--- config.mk ---
export PLATFORM = sky130hd
export DESIGN_NAME = touch_event_record_decoder
export DESIGN_NICKNAME = d
export VERILOG_FILES = /design/src/rtl/tedr_pkg.sv /design/src/rtl/touch_event_record_decoder.sv
export SDC_FILE = /design/constraint.sdc
export NUM_CORES = 1
export LEC_CHECK = 0
export BUFFER_PORTS_ARGS = -buffer_cell sky130_fd_sc_hd__buf_2
export CAP_MARGIN = 25
export CORE_ASPECT_RATIO = 1.75
export CORE_UTILIZATION = 30
export CTS_CLUSTER_SIZE = 24
export DETAILED_ROUTE_END_ITERATION = 10
export GPL_TIMING_DRIVEN = 0
export PLACE_DENSITY = 0.44
export SYNTH_ARGS = -nofsm -noshare
export SYNTH_HDL_FRONTEND = slang
export SYNTH_SLANG_ARGS = --single-unit
--- constraint.sdc ---
create_clock -name clk -period 4.2 [get_ports clk]
set_clock_uncertainty 0.05 [all_clocks]
set_input_delay 0.42 -clock clk [delete_from_list [all_inputs] [get_ports clk]]
set_output_delay 0.42 -clock clk [all_outputs]
set_load 0.01 [all_outputs]
--- src/rtl/tedr_pkg.sv ---
// ----------------------------------------------------------------------------
// tedr_pkg - shared definitions for the touch event record decoder
// Record layout constants, configuration register codes, result type and
// the coordinate mirror function.
// ----------------------------------------------------------------------------
package tedr_pkg;

	localparam int REC_LEN     = 6;   // bytes per finger record
	localparam int HELD_LEN    = 5;   // bytes held before the closing byte
	localparam int MAX_RECORDS = 10;  // records allowed per packet
	localparam int POS_W       = 3;   // width of the byte position counter
	localparam int CNT_W       = 4;   // width of the record counter
	localparam int COORD_W     = 12;

	localparam logic [CNT_W-1:0] CNT_MAX = {CNT_W{1'b1}};

	localparam logic [COORD_W-1:0] X_LIMIT_RST = 12'd720;
	localparam logic [COORD_W-1:0] Y_LIMIT_RST = 12'd1280;

	// configuration register indices
	localparam logic [1:0] CFG_INV_X   = 2'd0;
	localparam logic [1:0] CFG_INV_Y   = 2'd1;
	localparam logic [1:0] CFG_X_LIMIT = 2'd2;
	localparam logic [1:0] CFG_Y_LIMIT = 2'd3;

	typedef struct packed {
		logic [3:0]         slot_id;
		logic               touching;
		logic [COORD_W-1:0] pos_x;
		logic [COORD_W-1:0] pos_y;
		logic [7:0]         touch_major;
		logic [7:0]         pressure;
		logic               packet_end;
		logic               packet_too_long;
	} result_t;

	// mirror against the panel limit, clamped at zero
	function automatic logic [COORD_W-1:0] mirror(
		input logic [COORD_W-1:0] v,
		input logic [COORD_W-1:0] lim,
		input logic               en
	);
		logic [COORD_W-1:0] r;
		if (!en) begin
			r = v;
		end else if (v > lim) begin
			r = '0;
		end else begin
			r = lim - v;
		end
		return r;
	endfunction

endpackage

--- src/rtl/touch_event_record_decoder.sv ---
// ----------------------------------------------------------------------------
// touch_event_record_decoder - touch event packet to finger record decoder
// Gathers 6-byte finger records from a byte stream and decodes each into
// slot, touching flag, mirrored X/Y, width and pressure.
// ----------------------------------------------------------------------------
// The result of a record is registered on the transfer of its closing byte
// (sixth byte, or the byte flagged packet_last) and is valid in the cycle after.
// Throughput: one byte per cycle; a byte is taken even while a finished result
// waits at the output, unless it would close another record while out_ready is low.
// Reset (arst_n low, asynchronous): position and record count cleared, the
// output register emptied, registers back to no mirroring and 720 x 1280.
// ----------------------------------------------------------------------------
module touch_event_record_decoder (
	input  logic        clk,
	input  logic        arst_n,
	// configuration writes
	input  logic        cfg_valid,
	output logic        cfg_ready,
	input  logic [1:0]  cfg_index,
	input  logic [11:0] cfg_data,
	// packet byte stream
	input  logic        in_valid,
	output logic        in_ready,
	input  logic [7:0]  packet_byte,
	input  logic        packet_last,
	// decoded records
	output logic        out_valid,
	input  logic        out_ready,
	output logic [3:0]  slot_id,
	output logic        touching,
	output logic [11:0] pos_x,
	output logic [11:0] pos_y,
	output logic [7:0]  touch_major,
	output logic [7:0]  pressure,
	output logic        packet_end,
	output logic        packet_too_long
);

	// configuration registers
	logic                             inv_x_q;
	logic                             inv_y_q;
	logic [tedr_pkg::COORD_W-1:0]     x_limit_q;
	logic [tedr_pkg::COORD_W-1:0]     y_limit_q;

	// record assembly state
	logic [tedr_pkg::POS_W-1:0]       byte_pos_q;
	logic [7:0]                       held_q [tedr_pkg::HELD_LEN];
	logic [tedr_pkg::CNT_W-1:0]       rec_cnt_q;

	// output register
	logic                             out_valid_q;
	tedr_pkg::result_t                res_q;

	logic [tedr_pkg::POS_W-1:0]       pos_c;
	logic                             closing_c;
	logic                             in_xfer;
	logic [7:0]                       rec_c [tedr_pkg::REC_LEN];
	logic [tedr_pkg::COORD_W-1:0]     raw_x_c;
	logic [tedr_pkg::COORD_W-1:0]     raw_y_c;
	tedr_pkg::result_t                res_c;

	// Config writes are always taken; the user must send them only while the block idles, which it does not enforce.
	assign cfg_ready = 1'b1;

	always_ff @(posedge clk or negedge arst_n) begin
		if (!arst_n) begin
			inv_x_q   <= 1'b0;
			inv_y_q   <= 1'b0;
			x_limit_q <= tedr_pkg::X_LIMIT_RST;
			y_limit_q <= tedr_pkg::Y_LIMIT_RST;
		end else if (cfg_valid && cfg_ready) begin
			unique case (cfg_index)
				tedr_pkg::CFG_INV_X:   inv_x_q   <= cfg_data[0];
				tedr_pkg::CFG_INV_Y:   inv_y_q   <= cfg_data[0];
				tedr_pkg::CFG_X_LIMIT: x_limit_q <= cfg_data;
				tedr_pkg::CFG_Y_LIMIT: y_limit_q <= cfg_data;
				default: ;
			endcase
		end
	end

	// A position above five cannot occur, but is treated as five so that the
	// incoming byte closes the record.
	assign pos_c = (byte_pos_q > tedr_pkg::POS_W'(tedr_pkg::HELD_LEN))
		? tedr_pkg::POS_W'(tedr_pkg::HELD_LEN) : byte_pos_q;

	assign closing_c = packet_last || (pos_c == tedr_pkg::POS_W'(tedr_pkg::HELD_LEN));

	// Only a closing byte needs room in the output register; plain bytes just
	// land in the holding registers.
	assign in_ready = !closing_c || !out_valid_q || out_ready;
	assign in_xfer  = in_valid && in_ready;

	// Assemble the full record: held bytes below the position, the incoming
	// byte at it, zeros beyond (short record at packet end).
	always_comb begin
		for (int i = 0; i < tedr_pkg::REC_LEN; i++) begin
			if (i < tedr_pkg::HELD_LEN && tedr_pkg::POS_W'(i) < pos_c) begin
				rec_c[i] = held_q[i];
			end else if (tedr_pkg::POS_W'(i) == pos_c) begin
				rec_c[i] = packet_byte;
			end else begin
				rec_c[i] = '0;
			end
		end
	end

	// byte 1: low nibble is X[11:8], high nibble is Y[11:8]
	assign raw_x_c = {rec_c[1][3:0], rec_c[2]};
	assign raw_y_c = {rec_c[1][7:4], rec_c[3]};

	always_comb begin
		res_c.slot_id         = rec_c[0][3:0];
		res_c.touching        = rec_c[0][7];
		res_c.pos_x           = '0;
		res_c.pos_y           = '0;
		res_c.touch_major     = '0;
		res_c.pressure        = '0;
		res_c.packet_end      = packet_last;
		res_c.packet_too_long = rec_cnt_q >= tedr_pkg::CNT_W'(tedr_pkg::MAX_RECORDS);
		// a lifted finger reports no position, width or pressure
		if (rec_c[0][7]) begin
			res_c.pos_x       = tedr_pkg::mirror(raw_x_c, x_limit_q, inv_x_q);
			res_c.pos_y       = tedr_pkg::mirror(raw_y_c, y_limit_q, inv_y_q);
			res_c.touch_major = rec_c[4];
			res_c.pressure    = rec_c[5];
		end
	end

	// position and per-packet record count
	always_ff @(posedge clk or negedge arst_n) begin
		if (!arst_n) begin
			byte_pos_q <= '0;
			rec_cnt_q  <= '0;
		end else if (in_xfer) begin
			if (!closing_c) begin
				byte_pos_q <= pos_c + 1'b1;
			end else begin
				byte_pos_q <= '0;
				if (packet_last) begin
					rec_cnt_q <= '0;
				end else if (rec_cnt_q != tedr_pkg::CNT_MAX) begin
					rec_cnt_q <= rec_cnt_q + 1'b1;
				end
			end
		end
	end

	// held record bytes, payload only
	always_ff @(posedge clk) begin
		if (in_xfer && !closing_c) begin
			held_q[pos_c] <= packet_byte;
		end
	end

	// output register
	always_ff @(posedge clk or negedge arst_n) begin
		if (!arst_n) begin
			out_valid_q <= 1'b0;
		end else if (in_xfer && closing_c) begin
			out_valid_q <= 1'b1;
		end else if (out_ready) begin
			out_valid_q <= 1'b0;
		end
	end

	always_ff @(posedge clk) begin
		if (in_xfer && closing_c) begin
			res_q <= res_c;
		end
	end

	assign out_valid       = out_valid_q;
	assign slot_id         = res_q.slot_id;
	assign touching        = res_q.touching;
	assign pos_x           = res_q.pos_x;
	assign pos_y           = res_q.pos_y;
	assign touch_major     = res_q.touch_major;
	assign pressure        = res_q.pressure;
	assign packet_end      = res_q.packet_end;
	assign packet_too_long = res_q.packet_too_long;

endmodule

==> results of run 1 <==
-- worst reg2reg max path, stage by stage, from the launching register on --
cell                        delay (ns)
sky130_fd_sc_hd__dfrtp_1          0.41
sky130_fd_sc_hd__buf_4            0.19
sky130_fd_sc_hd__clkbuf_1         0.25
sky130_fd_sc_hd__a22o_1           0.31
sky130_fd_sc_hd__ha_1             0.23
sky130_fd_sc_hd__fa_1             0.44
sky130_fd_sc_hd__nor2b_1          0.18
sky130_fd_sc_hd__a41oi_2          0.05
sky130_fd_sc_hd__a31oi_2          0.28
sky130_fd_sc_hd__maj3_2           0.24
sky130_fd_sc_hd__maj3_2           0.25
sky130_fd_sc_hd__o21ai_2          0.09
sky130_fd_sc_hd__a31oi_4          0.21
sky130_fd_sc_hd__xnor2_1          0.09
sky130_fd_sc_hd__a2111oi_1        0.46
-- cell usage in the layout (no fill, tap or decap), types with 4 or more instances in the layout --
cell type,count
sky130_fd_sc_hd__edfxtp_1,84
sky130_fd_sc_hd__nor3_1,9
sky130_fd_sc_hd__xnor2_1,21
sky130_fd_sc_hd__ha_1,16
sky130_fd_sc_hd__a22o_1,4
sky130_fd_sc_hd__a31oi_1,21
sky130_fd_sc_hd__o31ai_1,5
sky130_fd_sc_hd__nor2b_1,17
sky130_fd_sc_hd__nor2_1,48
sky130_fd_sc_hd__nand3_1,9
sky130_fd_sc_hd__nor3b_1,5
sky130_fd_sc_hd__o21ai_0,11
sky130_fd_sc_hd__and2_1,13
sky130_fd_sc_hd__dfrtp_1,27
sky130_fd_sc_hd__o21ai_1,5
sky130_fd_sc_hd__clkbuf_16,19
sky130_fd_sc_hd__inv_1,24
sky130_fd_sc_hd__nand4_1,5
sky130_fd_sc_hd__a21o_1,4
sky130_fd_sc_hd__dfstp_2,6
sky130_fd_sc_hd__a22oi_1,11
sky130_fd_sc_hd__mux2_2,29
sky130_fd_sc_hd__nand2_1,47
sky130_fd_sc_hd__and3_1,10
sky130_fd_sc_hd__clkbuf_1,17
sky130_fd_sc_hd__buf_2,80
sky130_fd_sc_hd__a21oi_1,30
-- power by group --
group          switching, mW  internal (mW)  leakage (nW)  total [mW]
Sequential             0.101           1.45          1.19        1.55
Clock                  0.519          0.913         0.288        1.43
Combinational           1.14          0.766          1.52        1.90
Total                   1.76           3.13          2.99        4.89
-- worst max-delay path by stage --
stage	end	slack [ns]	depth (start not counted)
after floorplan	pos_y[1]	0.48	18
after global placement	pos_y[6]	-0.55	18
after detailed placement	pos_y[6]	-0.66	18
after CTS	pos_y[6]	0.04	17
after global routing	pos_x[11]	0.003	14
final	pos_x[8]	0.25	14
-- flip-flops by register name, summed over array words and instances (netlist names), 8 cells and up --
register	cells
held_q	37
pos_x	12
pos_y	12
x_limit_q	12
y_limit_q	12
pressure	8
touch_major	8
-- metrics by stage --
stage,cell area [um^2],power (mW),hold WS (ns),utilization [%],std cells
3_5_place_dp,7020,3.48,0.471,34.3,886
2_1_floorplan,6290,2.97,0.0744,-,559
6_report,7630,4.89,0.0446,37.3,917
3_3_place_gp,6980,3.44,0.474,34.1,883
5_1_grt,7630,5.19,0.112,37.3,917
4_1_cts,7610,4.92,0.0834,37.2,917
-- per-layer routing --
metal / up-vias / wire length (um)
met5: - / 0
met4: 0 / 399
met3: 29 / 670
met2: 118 / 8970
met1: 2288 / 6800
li1: 2262 / -
-- area by class of cell --
type	count	share of cell area, %
repair buffers	79	5.38
flip-flops and latches	118	44.3
well taps	248	4.07
multi-input cells	390	35.5
clock buffers	25	6.79
plain buffers	25	1.76
inverters	25	1.23
clock inverters	7	0.886
-- kinds of logic (layout without fill, tap and decap cells) --
logic type               Yosys count  count (layout)  synth area share [%]
AO/OA/AOI/OAI                    133             133                  15.2
XOR/XNOR                          24              24                  3.34
adder cells (fa/ha/maj)           21              21                  4.36
buffers and inverters             51             161                  3.62
flip-flops                       118             118                  53.7
multiplexers                      32              32                  5.67
other                              1               1                0.0596
AND/OR/NAND/NOR                  179             179                  14.0
==> report_table.html, run 1 <==
<table>
<tr><th>Metric</th><th>Value</th></tr>
<tr><th colspan="2">Synth</th></tr>
<tr><td>Unique masters post-synth</td><td>72</td></tr>
<tr><td>Cell types occupying the most area after synthesis</td><td>sky130_fd_sc_hd__edfxtp_1, sky130_fd_sc_hd__dfrtp_1, sky130_fd_sc_hd__mux2_2</td></tr>
<tr><td>Leading cell types by count after synthesis</td><td>sky130_fd_sc_hd__edfxtp_1, sky130_fd_sc_hd__nor2_1, sky130_fd_sc_hd__nand2_1, sky130_fd_sc_hd__a21oi_1, sky130_fd_sc_hd__mux2_2</td></tr>
<tr><td>Async SR Flop Fraction</td><td>28.8%</td></tr>
<tr><td>Most used standard cell by instance count after synthesis</td><td>sky130_fd_sc_hd__edfxtp_1</td></tr>
<tr><td>Mapped Area</td><td>roughly 6300 um^2</td></tr>
<tr><td>Main flop type after synthesis</td><td>sky130_fd_sc_hd__edfxtp_1</td></tr>
<tr><td>Synthesized netlist cell count</td><td>559</td></tr>
<tr><td>Post-Synthesis Mean Instance Area</td><td>11.3 um^2</td></tr>
<tr><td>Post-synthesis sequential area ratio</td><td>between 50% and 60%</td></tr>
<tr><td>Post-Syn Nets</td><td>605</td></tr>
<tr><td>Number of synthesized flops with an enable pin</td><td>84</td></tr>
<tr><td>Cell taking the most area after synthesis</td><td>sky130_fd_sc_hd__edfxtp_1</td></tr>
<tr><td>Total of flip-flops plus latches after synthesis</td><td>~120</td></tr>
<tr><td>Proportion of netlist area held by the largest area contributor</td><td>40.1%</td></tr>
<tr><td>Synth warn</td><td>0</td></tr>
<tr><th colspan="2">Place</th></tr>
<tr><td>Post-placement setup slack</td><td>-0.660 ns</td></tr>
<tr><td>Final weighted congestion in routability-driven placement</td><td>0.851</td></tr>
<tr><td>DP HPWL</td><td>around 13000 um</td></tr>
<tr><td>Port Buf Inserts</td><td>76</td></tr>
<tr><th colspan="2">Final layout</th></tr>
<tr><td>Antenna fix cells</td><td>0</td></tr>
<tr><td>Ratio of cells with drive above 1 in the final layout</td><td>26.8%</td></tr>
<tr><td>Nets</td><td>roughly 700</td></tr>
<tr><td>Area used by sequential logic in the layout</td><td>3380 um^2</td></tr>
<tr><td>Area of combinational cells with multiple inputs</td><td>2710 um^2</td></tr>
<tr><td>Fill cell instance count of the final layout</td><td>about 2000</td></tr>
<tr><td>Synth-to-Final Area Change</td><td>21.2%</td></tr>
<tr><th colspan="2">Setup path</th></tr>
<tr><td>Slowest stage cell on the critical path</td><td>sky130_fd_sc_hd__a2111oi_1</td></tr>
<tr><td>Start point of the critical path</td><td>byte_pos_q[1]</td></tr>
<tr><td>WP data arrival</td><td>4.08 ns</td></tr>
<tr><td>Worst path buffer plus inverter count</td><td>2</td></tr>
<tr><td>Reg2reg setup slack</td><td>0.25 ns</td></tr>
<tr><td>Largest delay share family, worst path</td><td>compound AO/OA/AOI/OAI gates</td></tr>
<tr><td>Critical path's largest stage delay</td><td>between 0.4 and 0.5 ns</td></tr>
<tr><td>Element type at the critical path start</td><td>register</td></tr>
<tr><td>Worst setup EP type</td><td>register</td></tr>
<tr><td>Capturing point of the worst reg2reg path</td><td>pos_x[8]</td></tr>
<tr><td>Worst r2r src</td><td>byte_pos_q[1]</td></tr>
<tr><td>Depth of the worst register-to-register path</td><td>14</td></tr>
<tr><td>Data required time of the worst path</td><td>~4.3 ns</td></tr>
<tr><td>Cell mode on critical path</td><td>sky130_fd_sc_hd__maj3_2</td></tr>
<tr><td>Largest fanout of any net on the critical path</td><td>10</td></tr>
<tr><td>Worst Path Class, Setup</td><td>register to register</td></tr>
<tr><td>Cells along the critical path</td><td>buf_4 &gt; clkbuf_1 &gt; a22o_1 &gt; ha_1 &gt; fa_1 &gt; nor2b_1 &gt; a41oi_2 &gt; a31oi_2 &gt; maj3_2 &gt; maj3_2 &gt; o21ai_2 &gt; a31oi_4 &gt; xnor2_1 &gt; a2111oi_1</td></tr>
<tr><th colspan="2">STA</th></tr>
<tr><td>Max Clk Rate</td><td>approximately 0.25 GHz</td></tr>
<tr><td>Total Neg Setup Slack</td><td>0 ns</td></tr>
<tr><td>Tightest slew margin relative to the limit</td><td>43.3%</td></tr>
<tr><td>Hold Vio Cnt, Final</td><td>0</td></tr>
<tr><td>Final Critical Period</td><td>3.95 ns</td></tr>
<tr><td>Final-report setup violation count</td><td>0</td></tr>
<tr><td>Share of the cycle needed by the critical path after routing</td><td>a little over nine tenths</td></tr>
<tr><td>RSZ-0062 raised after global routing</td><td>no</td></tr>
<tr><td>PnR worst setup slack</td><td>0.253 ns</td></tr>
<tr><td>Number of max-slew violations in the final report</td><td>0</td></tr>
<tr><td>Measured slew at the worst slew-check pin</td><td>about 0.83 ns</td></tr>
<tr><th colspan="2">Clocking</th></tr>
<tr><td>Hold-fix buffers at CTS</td><td>0</td></tr>
<tr><td>Root Buffer</td><td>sky130_fd_sc_hd__clkbuf_16</td></tr>
<tr><td>Clock tree from TritonCTS</td><td>built</td></tr>
<tr><td>Htree depth</td><td>4</td></tr>
<tr><td>Post-CTS Setup Inserts</td><td>0</td></tr>
<tr><td>Clock sink count</td><td>118</td></tr>
<tr><td>Clk slew on worst S/H paths</td><td>approximately 0.050 ns</td></tr>
<tr><td>Total of cells resized after clock tree synthesis</td><td>2</td></tr>
<tr><td>Clock Tree Buf Depth</td><td>2</td></tr>
<tr><td>Skew-Pair Late Insertion Delay</td><td>0.42 ns</td></tr>
<tr><td>Clock buffer count from CTS</td><td>17</td></tr>
<tr><th colspan="2">Floorplan</th></tr>
<tr><td>Initial Util</td><td>a little over 30%</td></tr>
<tr><td>Floorplan die area</td><td>21600 um^2</td></tr>
<tr><td>Area inside the core boundary</td><td>20500 um^2</td></tr>
<tr><td>Boundary Pins</td><td>78</td></tr>
<tr><td>Width of the chip</td><td>around 110 um</td></tr>
<tr><td>Num rows</td><td>between 60 and 70</td></tr>
<tr><td>Die Ht</td><td>194 um</td></tr>
<tr><th colspan="2">Routing</th></tr>
<tr><td>Number of detailed-routing iterations run before antenna repair</td><td>10</td></tr>
<tr><td>Total number of vias</td><td>between 4000 and 5000</td></tr>
<tr><td>Average wire per cell in the routed design</td><td>18.4 um</td></tr>
<tr><td>Post-route antenna net violation count</td><td>0</td></tr>
<tr><td>Ratio of routed vias to standard cells</td><td>5.12</td></tr>
<tr><td>Remaining design rule violation count</td><td>9</td></tr>
<tr><td>Number of DRC violations after detailed-routing iteration 0</td><td>205</td></tr>
<tr><td>Final WL</td><td>16800 um</td></tr>
<tr><th colspan="2">Power and ir drop</th></tr>
<tr><td>Peak VDD IR</td><td>0.274 mV</td></tr>
<tr><td>Power density over the cells</td><td>641 nW/um^2</td></tr>
<tr><td>Leakage power of the design</td><td>2.99 nW</td></tr>
<tr><th colspan="2">Global route</th></tr>
<tr><td>Vias in the first global route</td><td>4752</td></tr>
<tr><td>Largest net degree at the start of global routing</td><td>35</td></tr>
<tr><td>M1 GR Usage</td><td>between 10% and 20%</td></tr>
<tr><td>Met3 usage</td><td>3.98%</td></tr>
<tr><td>Met2 track utilization from global routing</td><td>a little under a third</td></tr>
<tr><td>Number of antenna violations at the first check in global routing</td><td>0</td></tr>
<tr><td>Total gr overflow</td><td>0</td></tr>
<tr><td>Global-route layer with the greatest usage</td><td>met2</td></tr>
<tr><td>Global-route wire length before repair</td><td>26300 um</td></tr>
<tr><td>Aggregate global-route resource usage</td><td>between 10% and 20%</td></tr>
<tr><th colspan="2">Status</th></tr>
<tr><td>Failing checks</td><td>DRC</td></tr>
<tr><td>Outcome</td><td>finished, violations left</td></tr>
<tr><th colspan="2">Job</th></tr>
<tr><td>Number of max-capacitance violations reported</td><td>0</td></tr>
<tr><th colspan="2">Hold path</th></tr>
<tr><td>Worst min-delay path category</td><td>input pin to asynchronous set/reset pin</td></tr>
</table>
(Power assumes the default switching activity.)
==> inputs of run 2 (changes only) <==
- REMOVE_ABC_BUFFERS: default -> 1
==> report_table.html, run 2 (synthesis gave the netlist of run 1 again) <==
<table>
<tr><th>Metric</th><th>Value</th></tr>
<tr><th colspan="2">Final layout</th></tr>
<tr><td>Top reg by flops</td><td>held_q</td></tr>
<tr><td>Nets</td><td>678</td></tr>
<tr><td>Number of flip-flops under the largest register name</td><td>37</td></tr>
<tr><td>Synth-to-Final Area Change</td><td>19.7%</td></tr>
<tr><td>Fill cell instance count of the final layout</td><td>2000</td></tr>
<tr><td>Final non-filler cell total</td><td>893</td></tr>
<tr><td>Most common cell after layout, fill and taps aside</td><td>sky130_fd_sc_hd__edfxtp_1</td></tr>
<tr><td>Most frequent cells in the layout</td><td>sky130_fd_sc_hd__edfxtp_1, sky130_fd_sc_hd__buf_2, sky130_fd_sc_hd__nor2_1</td></tr>
<tr><td>Antenna fix cells</td><td>0</td></tr>
<tr><td>Ratio of cells with drive above 1 in the final layout</td><td>27.1%</td></tr>
<tr><th colspan="2">Clocking</th></tr>
<tr><td>Root Buffer</td><td>sky130_fd_sc_hd__clkbuf_16</td></tr>
<tr><td>Htree depth</td><td>4</td></tr>
<tr><td>Clock tree from TritonCTS</td><td>built</td></tr>
<tr><td>Clock buffer count from CTS</td><td>17</td></tr>
<tr><td>Hold-fix buffers at CTS</td><td>0</td></tr>
<tr><td>Clk slew on worst S/H paths</td><td>~0.06 ns</td></tr>
<tr><td>Clock Tree Buf Depth</td><td>2</td></tr>
<tr><td>Clock sink count</td><td>around 120</td></tr>
<tr><td>Skew-Pair Late Insertion Delay</td><td>0.42 ns</td></tr>
<tr><th colspan="2">Status</th></tr>
<tr><td>Outcome</td><td>finished, violations left</td></tr>
<tr><td>Failing checks</td><td>DRC</td></tr>
<tr><th colspan="2">Routing</th></tr>
<tr><td>Post-route antenna net violation count</td><td>0</td></tr>
<tr><td>Total number of vias</td><td>4542</td></tr>
<tr><td>Ratio of routed vias to standard cells</td><td>5.09</td></tr>
<tr><td>Number of detailed-routing iterations run before antenna repair</td><td>10</td></tr>
<tr><td>Final WL</td><td>16200 um</td></tr>
<tr><td>Number of DRC violations after detailed-routing iteration 0</td><td>216</td></tr>
<tr><td>Remaining design rule violation count</td><td>7</td></tr>
<tr><td>Average wire per cell in the routed design</td><td>18.1 um</td></tr>
<tr><th colspan="2">Power and ir drop</th></tr>
<tr><td>Fraction of power consumed by the clock network</td><td>29.6%</td></tr>
<tr><td>Sequential cell fraction of total power</td><td>33.6%</td></tr>
<tr><td>Sw Pwr</td><td>1.77 mW</td></tr>
<tr><td>Internal cell power</td><td>3.07 mW</td></tr>
<tr><td>Leakage power of the design</td><td>2.93 nW</td></tr>
<tr><td>Switching portion of total power</td><td>36.5%</td></tr>
<tr><td>Comb power frac</td><td>36.8%</td></tr>
<tr><td>Peak VDD IR</td><td>~0.28 mV</td></tr>
<tr><td>Power density over the cells</td><td>643 nW/um^2</td></tr>
<tr><th colspan="2">Setup path</th></tr>
<tr><td>Largest fanout of any net on the critical path</td><td>24</td></tr>
<tr><td>Worst Path Class, Setup</td><td>register to register</td></tr>
<tr><td>Data required time of the worst path</td><td>between 4 and 5 ns</td></tr>
<tr><td>Element type at the critical path start</td><td>register</td></tr>
<tr><td>WP data arrival</td><td>4.14 ns</td></tr>
<tr><td>Worst setup EP type</td><td>register</td></tr>
<tr><th colspan="2">STA</th></tr>
<tr><td>Share of the cycle needed by the critical path after routing</td><td>93.9%</td></tr>
<tr><td>Measured slew at the worst slew-check pin</td><td>0.886 ns</td></tr>
<tr><td>Final Critical Period</td><td>3.94 ns</td></tr>
<tr><td>Tightest slew margin relative to the limit</td><td>between 40% and 50%</td></tr>
<tr><td>RSZ-0062 raised after global routing</td><td>no</td></tr>
<tr><td>PnR worst setup slack</td><td>roughly 0.26 ns</td></tr>
<tr><td>Hold Vio Cnt, Final</td><td>0</td></tr>
<tr><td>Number of max-slew violations in the final report</td><td>0</td></tr>
<tr><td>Final-report setup violation count</td><td>0</td></tr>
<tr><td>Max Clk Rate</td><td>around 0.25 GHz</td></tr>
<tr><th colspan="2">Floorplan</th></tr>
<tr><td>Width of the chip</td><td>approximately 110 um</td></tr>
<tr><td>Num rows</td><td>69</td></tr>
<tr><td>Initial Util</td><td>30.7%</td></tr>
<tr><td>Floorplan die area</td><td>21600 um^2</td></tr>
<tr><td>Area inside the core boundary</td><td>20500 um^2</td></tr>
<tr><td>Boundary Pins</td><td>78</td></tr>
<tr><td>Die Ht</td><td>194 um</td></tr>
<tr><th colspan="2">Place</th></tr>
<tr><td>Inst Count DP</td><td>860</td></tr>
<tr><td>Final weighted congestion in routability-driven placement</td><td>between 0.8 and 0.9</td></tr>
<tr><td>Post-placement setup slack</td><td>-0.288 ns</td></tr>
<tr><td>DP HPWL</td><td>11600 um</td></tr>
<tr><td>Port Buf Inserts</td><td>76</td></tr>
<tr><th colspan="2">Hold path</th></tr>
<tr><td>Worst min-delay path category</td><td>input pin to asynchronous set/reset pin</td></tr>
<tr><th colspan="2">Job</th></tr>
<tr><td>Number of max-capacitance violations reported</td><td>0</td></tr>
<tr><th colspan="2">Global route</th></tr>
<tr><td>Number of antenna violations at the first check in global routing</td><td>1</td></tr>
<tr><td>Aggregate global-route resource usage</td><td>15.6%</td></tr>
<tr><td>Global-route wire length before repair</td><td>25400 um</td></tr>
<tr><td>Vias in the first global route</td><td>approximately 4600</td></tr>
<tr><td>Total gr overflow</td><td>0</td></tr>
<tr><td>Largest net degree at the start of global routing</td><td>35</td></tr>
</table>
## run 2: cell count changes in the layout (fill, tap and decap cells not counted), sizes merged
cell	before	now
clkbuf	39	17
inv	26	28
clkinv	4	8
clkinvlp	1	2
bufinv	1	2
buf	90	80
## run 2: power by group through the flow
stage | clock (mW) | combinational, mW | sequential, mW
2_1_floorplan | 0 | 1.27 | 1.64
3_3_place_gp | 0 | 1.68 | 1.66
3_5_place_dp | 0 | 1.76 | 1.65
4_1_cts | 1.47 | 1.76 | 1.63
5_1_grt | 1.51 | 1.99 | 1.65
6_report | 1.43 | 1.78 | 1.62
## run 2: metal layers
metal	vias to the layer above	GRT usage (%)	share of wire (%)
met5	-	0	0.074
met2	99	28.3	54
met1	2200	17.1	40
met4	2	7.21	2.4
li1	2214	-	-
met3	27	3.67	3.5
## run 2: metrics by stage
stage | hold WS (ns) | total power, mW | TNS [ns] | util (%) | cell area [um^2]
2_1_floorplan | 0.0744 | 2.91 | -4.56 | - | 6160
3_3_place_gp | 0.449 | 3.35 | -96.49 | 33.5 | 6850
3_5_place_dp | 0.454 | 3.41 | -3.54 | 33.8 | 6910
4_1_cts | 0.0444 | 4.86 | 0 | 36.6 | 7500
5_1_grt | 0.0767 | 5.15 | 0 | 36.8 | 7530
6_report | 0.0204 | 4.84 | 0 | 36.8 | 7530
## run 2: timing repair
item	4_1_cts	5_1_grt
gates cloned	0	0
setup endpoints to repair	24	19
resized for setup	4	5
setup buffers	0	1
endpoints found under the hold margin	0	0
## run 2: path summary, 6_finish.rpt
kind	from	to	slack, ns	cells after the start
hold / removal	arst_n	rec_cnt_q[0]	0.02	1
setup / recovery	byte_pos_q[2]	pos_x[11]	0.26	14
max in group asynchronous	arst_n	byte_pos_q[1]	3.49	1
hold reg to reg	x_limit_q[0]	x_limit_q[0]	0.47	1
min in group clk	cfg_data[1]	x_limit_q[1]	0.20	2
setup reg to reg	byte_pos_q[2]	pos_x[11]	0.26	14
## run 2: area by class of cell
type | instances | area, um^2 | share of cell area (%)
Sequential cell | 118 | 3390 | 45.0
Multi-Input combinational cell | 390 | 2720 | 36.2
Timing Repair Buffer | 80 | 432 | 5.73
Clock buffer | 17 | 425 | 5.65
Tap cell | 248 | 310 | 4.12
Clock inverter | 15 | 154 | 2.04
Inverter | 25 | 93.8 | 1.25
## run 2: critical path, cell delays in order (launching register included)
cell	delay, ns
sky130_fd_sc_hd__dfrtp_4	0.61
sky130_fd_sc_hd__nor2_4	0.10
sky130_fd_sc_hd__a22o_1	0.19
sky130_fd_sc_hd__a22o_1	0.21
sky130_fd_sc_hd__ha_1	0.22
sky130_fd_sc_hd__fa_1	0.43
sky130_fd_sc_hd__nor2b_1	0.17
sky130_fd_sc_hd__a41oi_2	0.05
sky130_fd_sc_hd__a31oi_1	0.31
sky130_fd_sc_hd__maj3_2	0.27
sky130_fd_sc_hd__maj3_2	0.25
sky130_fd_sc_hd__o211ai_1	0.11
sky130_fd_sc_hd__a21oi_2	0.43
sky130_fd_sc_hd__o21ai_1	0.13
sky130_fd_sc_hd__a211oi_1	0.22
==> inputs of run 3 (changes only) <==
- RECOVER_POWER: default -> 100
==> report_table.html, run 3 (synthesis gave the netlist of run 1 again) <==
<table>
<tr><th>Metric</th><th>Value</th></tr>
<tr><th colspan="2">Power and ir drop</th></tr>
<tr><td>Internal cell power</td><td>3.04 mW</td></tr>
<tr><td>Peak VDD IR</td><td>0.284 mV</td></tr>
<tr><td>Leakage power of the design</td><td>2.73 nW</td></tr>
<tr><td>Power density over the cells</td><td>649 nW/um^2</td></tr>
<tr><td>Overall Power</td><td>4.81 mW</td></tr>
<tr><td>Sequential cell fraction of total power</td><td>roughly a third</td></tr>
<tr><td>Fraction of power consumed by the clock network</td><td>29.8%</td></tr>
<tr><td>Comb power frac</td><td>36.4%</td></tr>
<tr><td>Switching portion of total power</td><td>a little under two fifths</td></tr>
<tr><td>Sw Pwr</td><td>~1.8 mW</td></tr>
<tr><th colspan="2">Setup path</th></tr>
<tr><td>WP data arrival</td><td>between 4 and 5 ns</td></tr>
<tr><td>Slowest stage cell on the critical path</td><td>sky130_fd_sc_hd__dfrtp_4</td></tr>
<tr><td>Reg2reg setup slack</td><td>0.30 ns</td></tr>
<tr><td>Cells along the critical path</td><td>nor2_4 &gt; a22o_1 &gt; a22o_1 &gt; ha_1 &gt; fa_1 &gt; nor2b_1 &gt; a41oi_1 &gt; a31oi_1 &gt; maj3_1 &gt; maj3_2 &gt; o211ai_1 &gt; a21oi_2 &gt; o21ai_1 &gt; a211oi_1</td></tr>
<tr><td>Largest fanout of any net on the critical path</td><td>24</td></tr>
<tr><td>Element type at the critical path start</td><td>register</td></tr>
<tr><td>Worst Path Class, Setup</td><td>register to register</td></tr>
<tr><td>Data required time of the worst path</td><td>~4.4 ns</td></tr>
<tr><td>Worst setup EP type</td><td>register</td></tr>
<tr><td>Critical path's largest stage delay</td><td>0.61 ns</td></tr>
<tr><td>Cell mode on critical path</td><td>sky130_fd_sc_hd__a22o_1</td></tr>
<tr><th colspan="2">Final layout</th></tr>
<tr><td>Final non-filler cell total</td><td>893</td></tr>
<tr><td>Number of flip-flops under the largest register name</td><td>37</td></tr>
<tr><td>Most common cell after layout, fill and taps aside</td><td>sky130_fd_sc_hd__edfxtp_1</td></tr>
<tr><td>Top reg by flops</td><td>held_q</td></tr>
<tr><td>Synth-to-Final Area Change</td><td>17.9%</td></tr>
<tr><td>Final instance area</td><td>around 7400 um^2</td></tr>
<tr><td>Nets</td><td>678</td></tr>
<tr><td>Most frequent cells in the layout</td><td>sky130_fd_sc_hd__edfxtp_1, sky130_fd_sc_hd__clkbuf_1, sky130_fd_sc_hd__nor2_1</td></tr>
<tr><td>Ratio of cells with drive above 1 in the final layout</td><td>between 10% and 20%</td></tr>
<tr><td>Antenna fix cells</td><td>0</td></tr>
<tr><th colspan="2">Floorplan</th></tr>
<tr><td>Floorplan die area</td><td>21600 um^2</td></tr>
<tr><td>Boundary Pins</td><td>78</td></tr>
<tr><td>Die Ht</td><td>194 um</td></tr>
<tr><td>Num rows</td><td>69</td></tr>
<tr><td>Width of the chip</td><td>~110 um</td></tr>
<tr><td>Area inside the core boundary</td><td>20500 um^2</td></tr>
<tr><td>Initial Util</td><td>30.7%</td></tr>
<tr><th colspan="2">Clocking</th></tr>
<tr><td>Skew-Pair Late Insertion Delay</td><td>0.42 ns</td></tr>
<tr><td>Hold-fix buffers at CTS</td><td>0</td></tr>
<tr><td>Clock Tree Buf Depth</td><td>2</td></tr>
<tr><td>Clock buffer count from CTS</td><td>17</td></tr>
<tr><td>Clock sink count</td><td>118</td></tr>
<tr><td>Htree depth</td><td>4</td></tr>
<tr><td>Clock tree from TritonCTS</td><td>built</td></tr>
<tr><td>Clk slew on worst S/H paths</td><td>approximately 0.060 ns</td></tr>
<tr><td>Root Buffer</td><td>sky130_fd_sc_hd__clkbuf_16</td></tr>
<tr><th colspan="2">Status</th></tr>
<tr><td>Outcome</td><td>finished, violations left</td></tr>
<tr><td>Failing checks</td><td>DRC, capacitance limit, slew limit</td></tr>
<tr><th colspan="2">Global route</th></tr>
<tr><td>Vias in the first global route</td><td>~4600</td></tr>
<tr><td>Global-route wire length before repair</td><td>~25000 um</td></tr>
<tr><td>Aggregate global-route resource usage</td><td>about 16%</td></tr>
<tr><td>Total gr overflow</td><td>0</td></tr>
<tr><td>Number of antenna violations at the first check in global routing</td><td>1</td></tr>
<tr><td>Largest net degree at the start of global routing</td><td>35</td></tr>
<tr><th colspan="2">Job</th></tr>
<tr><td>Number of max-capacitance violations reported</td><td>2</td></tr>
<tr><th colspan="2">Routing</th></tr>
<tr><td>Total number of vias</td><td>4550</td></tr>
<tr><td>Post-route antenna net violation count</td><td>0</td></tr>
<tr><td>Final WL</td><td>16200 um</td></tr>
<tr><td>Number of DRC violations after detailed-routing iteration 0</td><td>189</td></tr>
<tr><td>Ratio of routed vias to standard cells</td><td>approximately 5</td></tr>
<tr><td>Remaining design rule violation count</td><td>6</td></tr>
<tr><td>Average wire per cell in the routed design</td><td>18.2 um</td></tr>
<tr><td>Number of detailed-routing iterations run before antenna repair</td><td>8</td></tr>
<tr><th colspan="2">STA</th></tr>
<tr><td>RSZ-0062 raised after global routing</td><td>no</td></tr>
<tr><td>Final-report setup violation count</td><td>0</td></tr>
<tr><td>Hold Vio Cnt, Final</td><td>0</td></tr>
<tr><td>Max Clk Rate</td><td>approximately 0.26 GHz</td></tr>
<tr><td>Measured slew at the worst slew-check pin</td><td>1.90 ns</td></tr>
<tr><td>Share of the cycle needed by the critical path after routing</td><td>92.9%</td></tr>
<tr><td>PnR worst setup slack</td><td>0.297 ns</td></tr>
<tr><td>Number of max-slew violations in the final report</td><td>44</td></tr>
<tr><td>Tightest slew margin relative to the limit</td><td>-26.5%</td></tr>
<tr><td>Final worst hold slack</td><td>around 0.21 ns</td></tr>
<tr><td>Final Critical Period</td><td>3.90 ns</td></tr>
<tr><th colspan="2">Hold path</th></tr>
<tr><td>Worst min-delay path category</td><td>input pin to register</td></tr>
<tr><th colspan="2">Place</th></tr>
<tr><td>Port Buf Inserts</td><td>76</td></tr>
<tr><td>Final weighted congestion in routability-driven placement</td><td>0.812</td></tr>
<tr><td>Inst Count DP</td><td>between 800 and 900</td></tr>
<tr><td>Post-placement setup slack</td><td>-0.288 ns</td></tr>
<tr><td>Placed standard-cell area</td><td>6910 um^2</td></tr>
<tr><td>DP HPWL</td><td>between 10000 and 15000 um</td></tr>
</table>
run 3: changes by cell type in the layout (fill, tap and decap cells not counted), sizes merged:
| cell | delta |
|---|---|
| buf | -63 |
| clkbuf | +63 |
run 3: layout make-up:
cell class	count	area [um^2]
repair buffers	80	335
inverters	25	93.8
clock inverters	15	154
flip-flops and latches	118	3390
multi-input cells	390	2700
clock buffers	17	425
fillers	2036	13000
well taps	248	310
run 3: worst paths after layout:
kind                          startpoint  cells after the start       endpoint
max in group asynchronous         arst_n                      1  byte_pos_q[1]
min in group asynchronous         arst_n                      1   rec_cnt_q[0]
hold reg to reg             x_limit_q[0]                      1   x_limit_q[0]
setup / recovery           byte_pos_q[2]                     14      pos_x[11]
hold / removal               cfg_data[1]                      2   x_limit_q[1]
setup reg to reg           byte_pos_q[2]                     14      pos_x[11]
run 3: worst max-delay path, delay by kind of cell, from the launching register on:
| kind | cells | cell delay (ns) |
|---|---|---|
| flops | 1 | 0.61 |
| compound gates | 8 | 1.67 |
| simple gates | 2 | 0.24 |
| fa+ha+maj | 4 | 1.15 |
run 3: stage by stage:
stage	setup TNS (ns)	util (%)
4_1_cts	0	36.6
3_3_place_gp	-96.49	33.5
6_report	0	36.2
5_1_grt	0	36.2
2_1_floorplan	-4.56	-
3_5_place_dp	-3.54	33.8
run 3: power by group through the flow:
stage          logic [mW]  clock network [mW]  registers (mW)
2_1_floorplan        1.27                   0            1.64
6_report             1.75                1.43            1.63
3_3_place_gp         1.68                   0            1.66
4_1_cts              1.76                1.47            1.63
5_1_grt              1.96                1.51            1.65
3_5_place_dp         1.76                   0            1.65
run 3: what timing repair did:
action,4_1_cts,5_1_grt
resized for setup,4,5
buffers inserted,0,1
setup endpoints to repair,24,19
run 3: per-layer routing:
metal	up-vias	global-route usage [%]	part of all wire [%]
met5	-	0	0.080
li1	2212	-	-
met3	21	3.67	3.5
met2	99	28.3	54
met4	2	7.21	2.2
met1	2216	17.1	41
